## src/rtl/i2cm_pkg.sv

```systemverilog
`timescale 1ns / 1ps

package i2cm_pkg;

  // Command codes carried with a tick
  localparam logic [1:0] OP_START = 2'd0;
  localparam logic [1:0] OP_STOP  = 2'd1;
  localparam logic [1:0] OP_WRITE = 2'd2;
  localparam logic [1:0] OP_READ  = 2'd3;

  // Phase value meaning "this command has no bit loop"
  localparam logic [2:0] NO_LOOP = 3'd7;

  // Last bit of a byte, counted from zero
  localparam logic [2:0] LAST_BIT = 3'd7;

  // What a sequence step does on the tick it is entered
  typedef enum logic [3:0] {
    ACT_SCL0       = 4'd0,
    ACT_SCL1       = 4'd1,
    ACT_SDA0       = 4'd2,
    ACT_SDA1       = 4'd3,
    ACT_SDA_DATA   = 4'd4,
    ACT_SCL0_SHIFT = 4'd5,
    ACT_SAMPLE_ACK = 4'd6,
    ACT_SAMPLE_BIT = 4'd7,
    ACT_SDA_ACK    = 4'd8
  } act_t;

  typedef struct packed {
    act_t       act;
    logic [2:0] hold;
  } step_t;

  function automatic step_t step_lookup(input logic [1:0] op, input logic [2:0] phase);
    step_t s;
    s = '{act: ACT_SCL0, hold: 3'd1};
    unique case (op)
      OP_START: begin
        case (phase)
          3'd0: s = '{act: ACT_SCL1, hold: 3'd3};
          3'd1: s = '{act: ACT_SDA1, hold: 3'd3};
          3'd2: s = '{act: ACT_SDA0, hold: 3'd3};
          3'd3: s = '{act: ACT_SCL0, hold: 3'd3};
          default: s = '{act: ACT_SCL0, hold: 3'd1};
        endcase
      end
      OP_STOP: begin
        case (phase)
          3'd0: s = '{act: ACT_SDA0, hold: 3'd3};
          3'd1: s = '{act: ACT_SCL1, hold: 3'd3};
          3'd2: s = '{act: ACT_SDA1, hold: 3'd3};
          default: s = '{act: ACT_SCL0, hold: 3'd1};
        endcase
      end
      OP_WRITE: begin
        case (phase)
          3'd0: s = '{act: ACT_SDA_DATA,   hold: 3'd3};
          3'd1: s = '{act: ACT_SCL1,       hold: 3'd5};
          3'd2: s = '{act: ACT_SCL0_SHIFT, hold: 3'd2};
          3'd3: s = '{act: ACT_SDA1,       hold: 3'd3};
          3'd4: s = '{act: ACT_SCL1,       hold: 3'd3};
          3'd5: s = '{act: ACT_SAMPLE_ACK, hold: 3'd2};
          3'd6: s = '{act: ACT_SCL0,       hold: 3'd5};
          default: s = '{act: ACT_SCL0, hold: 3'd1};
        endcase
      end
      OP_READ: begin
        case (phase)
          3'd0: s = '{act: ACT_SDA1,       hold: 3'd3};
          3'd1: s = '{act: ACT_SCL1,       hold: 3'd3};
          3'd2: s = '{act: ACT_SAMPLE_BIT, hold: 3'd2};
          3'd3: s = '{act: ACT_SCL0,       hold: 3'd5};
          3'd4: s = '{act: ACT_SDA_ACK,    hold: 3'd3};
          3'd5: s = '{act: ACT_SCL1,       hold: 3'd5};
          3'd6: s = '{act: ACT_SCL0,       hold: 3'd5};
          default: s = '{act: ACT_SCL0, hold: 3'd1};
        endcase
      end
      default: s = '{act: ACT_SCL0, hold: 3'd1};
    endcase
    return s;
  endfunction

  function automatic logic [3:0] step_count(input logic [1:0] op);
    logic [3:0] n;
    unique case (op)
      OP_START: n = 4'd4;
      OP_STOP:  n = 4'd3;
      OP_WRITE: n = 4'd7;
      OP_READ:  n = 4'd7;
      default:  n = 4'd7;
    endcase
    return n;
  endfunction

  function automatic logic [2:0] loop_start(input logic [1:0] op);
    logic [2:0] p;
    unique case (op)
      OP_WRITE: p = 3'd0;
      OP_READ:  p = 3'd1;
      default:  p = NO_LOOP;
    endcase
    return p;
  endfunction

  function automatic logic [2:0] loop_end(input logic [1:0] op);
    logic [2:0] p;
    unique case (op)
      OP_WRITE: p = 3'd2;
      OP_READ:  p = 3'd3;
      default:  p = NO_LOOP;
    endcase
    return p;
  endfunction

endpackage

```

## src/rtl/i2c_master_byte_engine.sv

```systemverilog
`timescale 1ns / 1ps

// Open-drain I2C master byte engine paced by one-microsecond ticks. Every transfer on the
// input stream is one tick: it carries the sampled SDA level and, when the command flag is
// set, a start, stop, write-byte or read-byte command. A command runs as a fixed list of
// steps, each of which changes one pin or samples SDA and then holds for three, five or two
// ticks; writes shift the byte out MSB first and sample the slave's acknowledge, reads shift
// eight bits in and then drive acknowledge or not-acknowledge. Every tick yields exactly one
// result transfer with both pin levels, busy, a done pulse, and on the done tick the read
// byte or the acknowledge status. Commands that arrive while a command is running, its done
// tick included, are ignored. The engine takes one tick per clock cycle: the whole step
// sequencer update sits between the state registers and one output register, so a new tick
// is taken on every cycle in which the output register is empty or being emptied.
module i2c_master_byte_engine
  import i2cm_pkg::*;
(
  input  logic        clk,
  input  logic        rst,
  input  logic        s_axis_tvalid,
  output logic        s_axis_tready,
  // [7:0] write_byte, [8] send_ack, [9] sda_in, [15:10] zero
  input  logic [15:0] s_axis_tdata,
  // [0] cmd_valid, [2:1] operation
  input  logic [2:0]  s_axis_tuser,
  output logic        m_axis_tvalid,
  input  logic        m_axis_tready,
  // [0] scl_level, [1] sda_level, [2] busy_res, [3] done_res, [11:4] rx_byte,
  // [12] ack_seen, [15:13] zero
  output logic [15:0] m_axis_tdata
);

  // Input fields
  logic       cmd_valid;
  logic [1:0] operation;
  logic [7:0] write_byte;
  logic       send_ack;
  logic       sda_in;

  assign cmd_valid  = s_axis_tuser[0];
  assign operation  = s_axis_tuser[2:1];
  assign write_byte = s_axis_tdata[7:0];
  assign send_ack   = s_axis_tdata[8];
  assign sda_in     = s_axis_tdata[9];

  // Sequencer state
  logic       in_progress, in_progress_next;
  logic [1:0] active_op, active_op_next;
  logic [2:0] bit_index, bit_index_next;
  logic [2:0] sub_phase, sub_phase_next;
  logic [2:0] hold_count, hold_count_next;
  logic [7:0] shift_reg, shift_reg_next;
  logic       ack_choice, ack_choice_next;
  logic       ack_flag, ack_flag_next;
  logic       scl_reg, scl_reg_next;
  logic       sda_reg, sda_reg_next;

  // Result of this tick
  logic       busy_res, done_res, ack_seen;
  logic [7:0] rx_byte;

  logic       step_en;
  step_t      step;
  logic       s_acc;

  // A tick is taken whenever the output register can take its result in the same edge.
  assign s_axis_tready = !m_axis_tvalid || m_axis_tready;
  assign s_acc         = s_axis_tvalid && s_axis_tready;

  always_comb begin
    in_progress_next = in_progress;
    active_op_next   = active_op;
    bit_index_next   = bit_index;
    sub_phase_next   = sub_phase;
    hold_count_next  = hold_count;
    shift_reg_next   = shift_reg;
    ack_choice_next  = ack_choice;
    ack_flag_next    = ack_flag;
    scl_reg_next     = scl_reg;
    sda_reg_next     = sda_reg;
    busy_res         = 1'b0;
    done_res         = 1'b0;
    rx_byte          = '0;
    ack_seen         = 1'b0;
    step_en          = 1'b0;

    if (in_progress) begin
      busy_res = 1'b1;
      if (hold_count != 3'd0) begin
        hold_count_next = hold_count - 3'd1;
      end else begin
        step_en = 1'b1;
        // At the end of a bit, go round the bit loop until all eight bits are through.
        if (sub_phase == loop_end(active_op) && bit_index != LAST_BIT) begin
          bit_index_next = bit_index + 3'd1;
          sub_phase_next = loop_start(active_op);
        end else begin
          sub_phase_next = sub_phase + 3'd1;
        end
      end
    end else if (cmd_valid) begin
      busy_res         = 1'b1;
      in_progress_next = 1'b1;
      active_op_next   = operation;
      sub_phase_next   = '0;
      bit_index_next   = '0;
      ack_flag_next    = 1'b0;
      ack_choice_next  = send_ack;
      shift_reg_next   = (operation == OP_WRITE) ? write_byte : 8'h00;
      step_en          = 1'b1;
    end

    step = step_lookup(active_op_next, sub_phase_next);
    if (step_en) begin
      unique case (step.act)
        ACT_SCL0:       scl_reg_next = 1'b0;
        ACT_SCL1:       scl_reg_next = 1'b1;
        ACT_SDA0:       sda_reg_next = 1'b0;
        ACT_SDA1:       sda_reg_next = 1'b1;
        ACT_SDA_DATA:   sda_reg_next = shift_reg_next[7];
        ACT_SCL0_SHIFT: begin
          scl_reg_next   = 1'b0;
          shift_reg_next = {shift_reg_next[6:0], 1'b0};
        end
        ACT_SAMPLE_ACK: ack_flag_next  = !sda_in;
        ACT_SAMPLE_BIT: shift_reg_next = {shift_reg_next[6:0], sda_in};
        ACT_SDA_ACK:    sda_reg_next   = !ack_choice_next;
        default:        scl_reg_next   = scl_reg_next;
      endcase
      hold_count_next = step.hold - 3'd1;
    end

    // The command ends once its last step has served its hold.
    if (in_progress_next && hold_count_next == 3'd0 &&
        ({1'b0, sub_phase_next} + 4'd1) >= step_count(active_op_next)) begin
      in_progress_next = 1'b0;
      done_res         = 1'b1;
      if (active_op_next == OP_READ) begin
        rx_byte = shift_reg_next;
      end
      if (active_op_next == OP_WRITE) begin
        ack_seen = ack_flag_next;
      end
    end
  end

  always_ff @(posedge clk) begin
    if (rst) begin
      in_progress <= 1'b0;
      active_op   <= '0;
      bit_index   <= '0;
      sub_phase   <= '0;
      hold_count  <= '0;
      shift_reg   <= '0;
      ack_choice  <= 1'b0;
      ack_flag    <= 1'b0;
      scl_reg     <= 1'b1;
      sda_reg     <= 1'b1;
    end else if (s_acc) begin
      in_progress <= in_progress_next;
      active_op   <= active_op_next;
      bit_index   <= bit_index_next;
      sub_phase   <= sub_phase_next;
      hold_count  <= hold_count_next;
      shift_reg   <= shift_reg_next;
      ack_choice  <= ack_choice_next;
      ack_flag    <= ack_flag_next;
      scl_reg     <= scl_reg_next;
      sda_reg     <= sda_reg_next;
    end
  end

  // Output register: one result transfer for each tick taken.
  always_ff @(posedge clk) begin
    if (rst) begin
      m_axis_tvalid <= 1'b0;
    end else if (s_acc) begin
      m_axis_tvalid <= 1'b1;
    end else if (m_axis_tready) begin
      m_axis_tvalid <= 1'b0;
    end
  end

  always_ff @(posedge clk) begin
    if (s_acc) begin
      m_axis_tdata <= {3'b000, ack_seen, rx_byte, done_res, busy_res,
                       sda_reg_next, scl_reg_next};
    end
  end

  // An idle engine never has a hold pending.
  assert property (@(posedge clk) disable iff (rst)
    !in_progress |-> hold_count == 3'd0)
    else $error("hold count left over while idle");

  // While a hold runs down, the sequence position stays put.
  assert property (@(posedge clk) disable iff (rst)
    (s_acc && in_progress && hold_count != 3'd0) |=>
      (sub_phase == $past(sub_phase) && bit_index == $past(bit_index)))
    else $error("sequence moved during a hold");

  // A running command never steps past its own list.
  assert property (@(posedge clk) disable iff (rst)
    in_progress |-> ({1'b0, sub_phase} < step_count(active_op)))
    else $error("step index beyond the command's step list");

  // A done pulse frees the engine for the next command.
  assert property (@(posedge clk) disable iff (rst)
    (s_acc && done_res) |=> !in_progress)
    else $error("engine still busy after done");

endmodule

```

## config.mk

```make
export PLATFORM = sky130hd
export DESIGN_NAME = i2c_master_byte_engine
export DESIGN_NICKNAME = d
export VERILOG_FILES = /design/src/rtl/i2cm_pkg.sv /design/src/rtl/i2c_master_byte_engine.sv
export SDC_FILE = /design/constraint.sdc
export NUM_CORES = 1
export LEC_CHECK = 0
export ABC_AREA = 1
export BUFFER_PORTS_ARGS = -buffer_cell sky130_fd_sc_hd__buf_4
export CORE_MARGIN = 8
export CORE_UTILIZATION = 50
export CTS_CLUSTER_SIZE = 25
export DETAILED_ROUTE_END_ITERATION = 6
export PLACE_DENSITY = 0.74
export SYNTH_ARGS = -nofsm -noshare
export SYNTH_HDL_FRONTEND = slang
export SYNTH_SLANG_ARGS = --single-unit
```

## constraint.sdc

```tcl
create_clock -name clk -period 5.8 [get_ports clk]
set_input_delay 0.29 -clock clk [delete_from_list [all_inputs] [get_ports clk]]
set_output_delay 0.29 -clock clk [all_outputs]
set_load 0.03 [all_outputs]
```

==> qor.yml, run 1 <==
clock_network:
  cts_resized: 0
  cts_hold_buf: 0
  clkLatencyLatePin_ns: 0.29
  tritoncts: "done"
  clkSinkCount: 38
  cts_max_level: 2
  clock-root-buffer: "clkbuf_8"
  clk_pin_slew_ns: 0.08
  postCtsSetupBuffers: 0
  clockBufferDepth: 2
  numCtsBuffers: 5
grt:
  track_usage: 0.1556
  grt-ovfl-total: 0
  grt_pass1_vias: 2262
  antenna_found_initial: 0
  grt_pass1_wl_um: 9867
  grt_start_max_net_pins: 36
worst_hold_path:
  hold_path.class: "primary input to flip-flop"
yosys:
  synth.avg_cell_area_um2: 6.988
  ys.flop_type: "dfxtp_1"
  synth_top_area_share: 0.1870
  yosys-top-cells-area: "dfxtp_1 (19%), edfxtp_1 (15%), nand2_1 (12%)"
  synth_common_cells: "nand2_1 (85), inv_1 (69), nor2_1 (29), a21oi_1 (28), dfxtp_1 (25)"
  ys_seq_area_frac: 0.3329
  synth_top_area_cell: "dfxtp_1"
  ys_seq_elements: 38
  synth.distinct_cells: 42
  yosys.cell_count.top_type: "nand2_1"
  synth-edff-count: 13
  netlist_area_um2: 2676
  async_reset_ff_frac: 0
  ys_warn_count: 0
  synthCells: 383
floorplanning:
  io_pins: 41
  dieArea_um2: 7950
  coreArea_um2: 5140
  die_x_um: 89.16
  fp.dieH_um: 89.16
  start_util: 0.5207
  fp-row-count: 26
sta:
  slew-limit-headroom: 0.2412
  grt_setup_unrepaired: "false"
  fin_skew_ns: 0.007917
  tightestPinTransition_ns: 1.137
  slew_viol_final: 0
  finalSetupTns_ns: 0
  period_needed_ns: 4.057
  hold_viol_final: 0
  whs_ns: 0.3208
  setup_viol: 0
  fin_crit_sh: 0.6996
  clock.fmax_mhz: 246.5
setup_path:
  cp.arrival_ns: 4.19
  critPathMaxFanout: 8
  cp-end-kind: "flip-flop"
  crit_type: "flip-flop to flip-flop"
  cp.required_ns: 5.93
  crit_path_start_kind: "flip-flop"
place:
  post-dp-hpwl_um: 4543
  io_buffers: 31
  dpl_cell_area_um2: 2932
  place_inst: 475
  place.gp.congestion: 0.8957
drt:
  drt_iter0_drc: 119
  drcViolationCount: 0
  dr.pass1.iters: 4
  vias: 2463
  viasPerCell: 5.110
  wl_per_cell_um: 12.45
  antenna_left: 0
  drt-total-wl_um: 6000
job:
  drv_cap: 0
run_status:
  outcome: "completed"
power:
  p_leak_nw: 1.528
  irDropWorstVdd_v: 0.0001563
  p_per_area_nw_per_um2: 242.8
final_layout:
  layout.nets: 450
  antenna_cells: 0
  instances_no_fill: 482
  nFillCells: 505
  finalInstanceArea_um2: 3010
  syn2layout_area_growth_pct: 12.48
  largest_register_ffs: 13
  finish.utilization: 0.5857
  layout-drive-gt1-share: 0.1772
[layer usage]
| metal | vias to the layer above | part of all wire | GRT usage |
|---|---|---|---|
| li1 | 1280 | - | - |
| met1 | 1118 | 0.48 | 0.1957 |
| met2 | 56 | 0.46 | 0.2640 |
| met3 | 9 | 0.046 | 0.03033 |
| met4 | 0 | 0.012 | 0.04079 |
| met5 | - | 0 | 0 |
[layout by cell type (no fill, tap or decap), types with 3 or more instances in the layout]
cell	instances
ha_1	15
a21oi_1	28
nand4_1	4
nand2_1	85
clkbuf_8	5
buf_4	31
nand2_4	3
dfxtp_1	25
o21ai_2	6
nand2_2	5
edfxtp_1	13
o22ai_1	7
o21ai_0	21
inv_2	4
nand3_1	21
nor2_1	29
nor2_2	6
conb_1	3
inv_1	69
o21ai_1	6
a21oi_2	3
[logic make-up after synthesis]
family | synth area share
AOI/OAI and AO/OA | 0.1842
xor gates and xnor gates | 0.006546
adders and majority gates | 0.07013
buffers and inverters | 0.1342
DFF | 0.3329
other | 0.001401
and+or+nand+nor | 0.2707
[worst paths after layout]
check | startpoint | endpoint | slack [ns] | cells after the start
setup / recovery | bit_index[0] | m_axis_tdata[10] | 1.74 | 25
hold reg to reg | bit_index[1] | bit_index[1] | 0.47 | 2
setup reg to reg | bit_index[0] | m_axis_tdata[10] | 1.74 | 25
hold / removal | m_axis_tready | m_axis_tvalid | 0.32 | 4
[critical path, cell delays in order (launching register included)]
cell and delay, ns:
dfxtp_1 0.33, ha_1 0.20, ha_1 0.21, nor2_1 0.15, inv_1 0.06, nor2_2 0.11, nand3_1 0.12, nand3_1 0.13
nand2_1 0.16, ha_1 0.25, ha_1 0.18, inv_1 0.16, nand4_1 0.12, nand2_1 0.07, inv_1 0.05, nand4_1 0.08
o21ai_0 0.09, nand2_1 0.12, inv_1 0.06, ha_1 0.26, o21ai_0 0.11, a211oi_1 0.19, nand3_1 0.12, nor2_2 0.23
nand2_2 0.18, nor2_1 0.16
[power by group]
part	leakage, nW	total [mW]	switching, mW	internal (mW)
registers	0.336	0.309	0.0109	0.298
clock network	0.0438	0.172	0.0911	0.0807
logic	1.15	0.250	0.166	0.0848
total	1.53	0.731	0.268	0.463
[stage by stage]
stage / worst slack [ns] / total power [mW]
floorplan: 2.466 / 0.5075
global placement: 1.877 / 0.5576
detailed placement: 1.836 / 0.5626
CTS: 1.797 / 0.7325
global route: 1.270 / 0.7787
finish: 1.743 / 0.7310
[final cells by class]
cell class | instances | area (um2) | share of cell area
flip-flops and latches | 38 | 890.9 | 0.2959
well taps | 70 | 87.58 | 0.02909
inverters | 75 | 286.5 | 0.09518
repair buffers | 31 | 232.7 | 0.07731
multi-input cells | 261 | 1434 | 0.4763
clock inverters | 2 | 10.01 | 0.003325
clock buffers | 5 | 68.82 | 0.02286
Power figures use the tool's default switching activity.
==> run 2: changes to the inputs <==
- clock period: 5.8 -> 4.18 ns (I/O delays scaled with it)
==> qor.yml, run 2 (synthesis results as in run 1) <==
run_status:
  outcome: "completed"  # unchanged
final_layout:
  multi_input_area_um2: 1446  # was 1434 um2
  layout.nets: 450  # unchanged
  largest_register_ffs: 13  # unchanged
  mostFrequentLayoutCells: "nand2_1 (84), inv_1 (69), buf_4 (31)"  # was nand2_1 (85), inv_1 (69), buf_4 (31)
  antenna_cells: 0  # unchanged
  instances_no_fill: 483  # was 482
  syn2layout_area_growth_pct: 15.33  # was 12.48%
  final_common_cell: "nand2_1"  # unchanged
  seqCellArea_um2: 890.9  # unchanged
  nFillCells: 497  # was 505
  finalInstanceArea_um2: 3087  # was 3010 um2
  layout-drive-gt1-share: 0.1816  # was 0.1772
grt:
  grt-ovfl-total: 0  # unchanged
  grt_use_met1: 0.2008  # was 0.1957
  grt_start_max_net_pins: 36  # unchanged
  antenna_found_initial: 0  # unchanged
  top_usage_layer: "met2"  # unchanged
  grt_pass1_vias: 2287  # was 2262
  track_usage: 0.1613  # was 0.1556
  met3_usage: 0.03768  # was 0.03033
  grtUsageMet2: 0.2687  # was 0.2640
  grt_pass1_wl_um: 10210  # was 9867 um
floorplanning:
  die_x_um: 89.16  # unchanged
  io_pins: 41  # unchanged
  start_util: 0.5207  # unchanged
  dieArea_um2: 7950  # unchanged
  fp-row-count: 26  # unchanged
  fp.dieH_um: 89.16  # unchanged
  coreArea_um2: 5140  # unchanged
setup_path:
  r2r-end: "m_axis_tdata[4]"  # was m_axis_tdata[10]
  cp.required_ns: 4.33  # was 5.93 ns
  rr_worst_depth: 25  # unchanged
  crit_type: "flip-flop to flip-flop"  # unchanged
  r2r-start: "bit_index[0]"  # unchanged
  crit_path_start_kind: "flip-flop"  # unchanged
  cp-end-kind: "flip-flop"  # unchanged
  r2r_slack_ns: 0.40  # was 1.74 ns
  critPathMaxFanout: 8  # unchanged
  cp.arrival_ns: 3.93  # was 4.19 ns
  cp-startpoint: "bit_index[0]"  # unchanged
drt:
  drcViolationCount: 0  # unchanged
  drt-total-wl_um: 6108  # was 6000 um
  viasPerCell: 5.135  # was 5.110
  drt_iter0_drc: 159  # was 119
  vias: 2480  # was 2463
  wl_per_cell_um: 12.65  # was 12.45 um
  antenna_left: 0  # unchanged
  dr.pass1.iters: 4  # unchanged
clock_network:
  cts_hold_buf: 0  # unchanged
  clkLatencyLatePin_ns: 0.29  # about the same
  postCtsSetupBuffers: 0  # unchanged
  clock-root-buffer: "clkbuf_8"  # unchanged
  cts_resized: 0  # unchanged
  clk_pin_slew_ns: 0.08  # about the same
  clkSinkCount: 38  # unchanged
  tritoncts: "done"  # unchanged
  numCtsBuffers: 5  # unchanged
  cts_max_level: 2  # unchanged
  clockBufferDepth: 2  # unchanged
place:
  place.gp.congestion: 0.8644  # was 0.8957
  dpl_cell_area_um2: 2932  # unchanged
  io_buffers: 31  # unchanged
  place_inst: 475  # unchanged
  post-dp-hpwl_um: 4602  # was 4543 um
power:
  irDropWorstVdd_v: 0.0002023  # was 0.0001563 V
  p_leak_nw: 1.569  # was 1.528 nW
  power.total_mw: 1.165  # was 0.7310 mW
  p_per_area_nw_per_um2: 377.4  # was 242.8 nW/um2
sta:
  grt_setup_unrepaired: "false"  # unchanged
  fin_crit_sh: 0.9042  # was 0.6996
  slew-limit-headroom: 0.2527  # was 0.2412
  tightestPinTransition_ns: 1.120  # was 1.137 ns
  slew_viol_final: 0  # unchanged
  finalSetupTns_ns: 0  # unchanged
  hold_viol_final: 0  # unchanged
  fin_skew_ns: 0.005717  # was 0.007917 ns
  period_needed_ns: 3.780  # was 4.057 ns
  setup_viol: 0  # unchanged
  clock.fmax_mhz: 264.6  # was 246.5 MHz
worst_hold_path:
  holdPathEnd: "m_axis_tvalid"  # unchanged
  holdCritStartpoint: "m_axis_tready"  # unchanged
  min_path_cells: 4  # unchanged
  hold_path.class: "primary input to flip-flop"  # unchanged
job:
  drv_cap: 0  # unchanged
==> run 2: cell types whose count changed in the layout (fill, tap and decap cells not counted), sizes merged <==
| cell | previous run | this run |
|---|---|---|
| clkinv | 2 | 0 |
| bufinv | 0 | 2 |
| clkbuf | 5 | 6 |
==> run 2: where the power goes <==
group / switching [mW] / internal (mW) / total, mW
clock network: 0.132 / 0.255 / 0.386
logic: 0.232 / 0.118 / 0.350
registers: 0.0157 / 0.413 / 0.429
==> run 2: worst max path at each step <==
stage                             to  slack (ns)  depth (start not counted)
floorplan           m_axis_tdata[10]        0.85                         25
global placement    m_axis_tdata[11]        0.36                         25
detailed placement  m_axis_tdata[11]        0.29                         25
CTS                  m_axis_tdata[4]        0.27                         25
global route        m_axis_tdata[11]        0.02                         25
finish               m_axis_tdata[4]        0.40                         25
==> run 2: layer usage <==
layer	share of wire	wire length (um)
met1	0.45	2743
met5	0	0
met2	0.47	2861
met4	0.013	78
met3	0.069	424
==> run 2: critical path, stage by stage (launching register included) <==
cell and delay, ns:
dfxtp_1 0.33, ha_1 0.20, ha_1 0.19, nor2_1 0.13
inv_1 0.06, nor2_2 0.11, nand3_1 0.13, nand3_1 0.15
nand2_2 0.10, ha_1 0.21, ha_1 0.18, inv_1 0.14
nand4_1 0.12, nand2_1 0.08, inv_1 0.05, nand4_1 0.07
o21ai_0 0.08, nand2_1 0.11, inv_1 0.05, ha_1 0.26
o21ai_0 0.11, a211oi_1 0.19, nand3_1 0.15, nor2_4 0.18
nand2_4 0.12, nor2_1 0.12
==> run 2: layout make-up <==
cell class | count | area share
Clock buffer | 6 | 0.02675
Clock inverter | 2 | 0.01946
Inverter | 75 | 0.09283
Multi-Input combinational cell | 261 | 0.4686
Sequential cell | 38 | 0.2886
Tap cell | 70 | 0.02837
Timing Repair Buffer | 31 | 0.07540
==> run 2: through the flow <==
stage | hold WS [ns] | setup WS, ns | utilization
after CTS | 0.2068 | 0.2701 | 0.5981
final | 0.2092 | 0.4003 | 0.6005
after global placement | 0.4570 | 0.3625 | 0.5704
after detailed placement | 0.4605 | 0.2907 | 0.5704
after floorplan | 0.3923 | 0.8458 | -
after global routing | 0.2484 | 0.02348 | 0.6005
==> run 3: changes to the inputs <==
- MAX_ROUTING_LAYER: unset -> met4
==> qor.yml, run 3 (synthesis results as in run 1) <==
final_layout:
  antenna_cells: 0  # unchanged
  syn2layout_area_growth_pct: 12.76  # was 15.33%
  instances_no_fill: 482  # was 483
  finish.utilization: 0.5871  # was 0.6005
  layout.nets: 450  # unchanged
  largest_register_ffs: 13  # unchanged
  final_common_cell: "nand2_1"  # unchanged
  finalInstanceArea_um2: 3018  # was 3087 um2
  nFillCells: 509  # was 497
  mostFrequentLayoutCells: "nand2_1 (84), inv_1 (68), buf_4 (31)"  # was nand2_1 (84), inv_1 (69), buf_4 (31)
  layout-drive-gt1-share: 0.1820  # was 0.1816
clock_network:
  cts_hold_buf: 0  # unchanged
  tritoncts: "done"  # unchanged
  clkSinkCount: 38  # unchanged
  cts_max_level: 2  # unchanged
  clockBufferDepth: 2  # unchanged
  clkLatencyLatePin_ns: 0.29  # about the same
  numCtsBuffers: 5  # unchanged
  clk_pin_slew_ns: 0.07  # was 0.08 ns
  postCtsSetupBuffers: 0  # unchanged
  clock-root-buffer: "clkbuf_8"  # unchanged
  cts_resized: 0  # unchanged
floorplanning:
  dieArea_um2: 7950  # unchanged
  die_x_um: 89.16  # unchanged
  fp-row-count: 26  # unchanged
  fp.dieH_um: 89.16  # unchanged
  coreArea_um2: 5140  # unchanged
  start_util: 0.5207  # unchanged
  io_pins: 41  # unchanged
setup_path:
  cp.arrival_ns: 3.95  # was 3.93 ns
  cp-end-kind: "flip-flop"  # unchanged
  cp.required_ns: 4.32  # was 4.33 ns
  crit_path_start_kind: "flip-flop"  # unchanged
  critPathMaxFanout: 8  # unchanged
  crit_type: "flip-flop to flip-flop"  # unchanged
sta:
  grt_setup_unrepaired: "false"  # unchanged
  finalSetupTns_ns: 0  # unchanged
  slew_viol_final: 0  # unchanged
  tightestPinTransition_ns: 1.130  # was 1.120 ns
  fin_skew_ns: 0.005065  # was 0.005717 ns
  fin_crit_sh: 0.9104  # was 0.9042
  setup_viol: 0  # unchanged
  slew-limit-headroom: 0.2458  # was 0.2527
  hold_viol_final: 0  # unchanged
  clock.fmax_mhz: 262.8  # was 264.6 MHz
  period_needed_ns: 3.805  # was 3.780 ns
grt:
  grt_start_max_net_pins: 36  # unchanged
  grt-ovfl-total: 0  # unchanged
  grt_pass1_wl_um: 9880  # was 10210 um
  track_usage: 0.1629  # was 0.1613
  antenna_found_initial: 0  # unchanged
  grt_pass1_vias: 2262  # was 2287
power:
  p_int_mw: 0.6442  # was 0.7860 mW
  p_leak_nw: 1.529  # was 1.569 nW
  p_seq_frac: 0.422  # was 0.368
  p_sw_frac: 0.3658  # was 0.3253
  power.total_mw: 1.016  # was 1.165 mW
  irDropWorstVdd_v: 0.0001859  # was 0.0002023 V
  p_per_area_nw_per_um2: 336.5  # was 377.4 nW/um2
  power_switching_mw: 0.3715  # was 0.3789 mW
  power_frac_comb: 0.346  # was 0.300
  clkPwrFrac: 0.232  # was 0.332
place:
  dpl_cell_area_um2: 2932  # unchanged
  post-dp-hpwl_um: 4647  # was 4602 um
  place.gp.congestion: 0.8797  # was 0.8644
  place_inst: 475  # unchanged
  io_buffers: 31  # unchanged
run_status:
  outcome: "completed"  # unchanged
drt:
  wl_per_cell_um: 12.59  # was 12.65 um
  drt-total-wl_um: 6069  # was 6108 um
  drcViolationCount: 0  # unchanged
  viasPerCell: 5.114  # was 5.135
  drt_iter0_drc: 178  # was 159
  antenna_left: 0  # unchanged
  dr.pass1.iters: 4  # unchanged
  vias: 2465  # was 2480
worst_hold_path:
  hold_path.class: "primary input to flip-flop"  # unchanged
job:
  drv_cap: 0  # unchanged
run 3: cell types whose count changed in the layout (fill, tap and decap cells not counted):
cell,change
bufinv_16,-2
clkbuf_8,-1
clkinv_2,+2
inv_1,-1
inv_2,+1
nand2_2,+1
nand2_4,-1
o21ai_0,-1
o21ai_1,+1
run 3: power by group through the flow:
stage / Sequential, mW / Clock (mW) / Combinational, mW
after floorplan: 0.452 / 0 / 0.252
after global placement: 0.436 / 0 / 0.339
after detailed placement: 0.437 / 0 / 0.345
after CTS: 0.429 / 0.245 / 0.347
after global routing: 0.432 / 0.258 / 0.395
final: 0.429 / 0.236 / 0.351
run 3: final timing paths:
check	start	end	slack [ns]	cells after the start
hold reg to reg	sda_reg	sda_reg	0.47	2
setup reg to reg	bit_index[0]	m_axis_tdata[10]	0.37	24
hold / removal	m_axis_tready	m_axis_tvalid	0.23	4
setup / recovery	bit_index[0]	m_axis_tdata[10]	0.37	24
run 3: critical path, stage by stage (launching register included):
cell and delay [ns]:
dfxtp_1 0.32, ha_1 0.20, ha_1 0.19, nor2_1 0.14, inv_1 0.06, nor2_2 0.11, nand2_1 0.10, nand2_1 0.07
nand3_1 0.10, nand2_2 0.14, inv_1 0.08, ha_1 0.24, inv_1 0.12, a21oi_1 0.10, o21ai_0 0.23, o21ai_0 0.12
nand2_1 0.11, inv_1 0.06, ha_1 0.27, o21ai_1 0.09, a211oi_1 0.19, nand3_1 0.15, nor2_4 0.17, nand2_2 0.15
nor2_1 0.14
run 3: per-stage QoR:
stage          hold WS, ns  worst slack (ns)
2_1_floorplan       0.3923            0.8458
3_3_place_gp        0.4581            0.3343
5_1_grt             0.2348           0.02196
4_1_cts             0.2116            0.2283
3_5_place_dp        0.4620            0.2546
6_report            0.2259            0.3745
run 3: area by class of cell:
cell class | count | area [um2] | area share
clock buffer | 5 | 68.82 | 0.02280
clock inverter | 2 | 10.01 | 0.003317
inverter | 75 | 286.5 | 0.09494
multi-input combinational | 261 | 1441 | 0.4776
sequential | 38 | 890.9 | 0.2952
tap | 70 | 87.58 | 0.02902
timing repair buffer | 31 | 232.7 | 0.07711
run 3: metal layers:
metal	vias up	track usage	routed length [um]
li1	1279	-	-
met1	1121	0.1997	2898
met2	55	0.2566	2765
met3	10	0.03217	282
met4	0	0.06495	123
met5	-	-	0
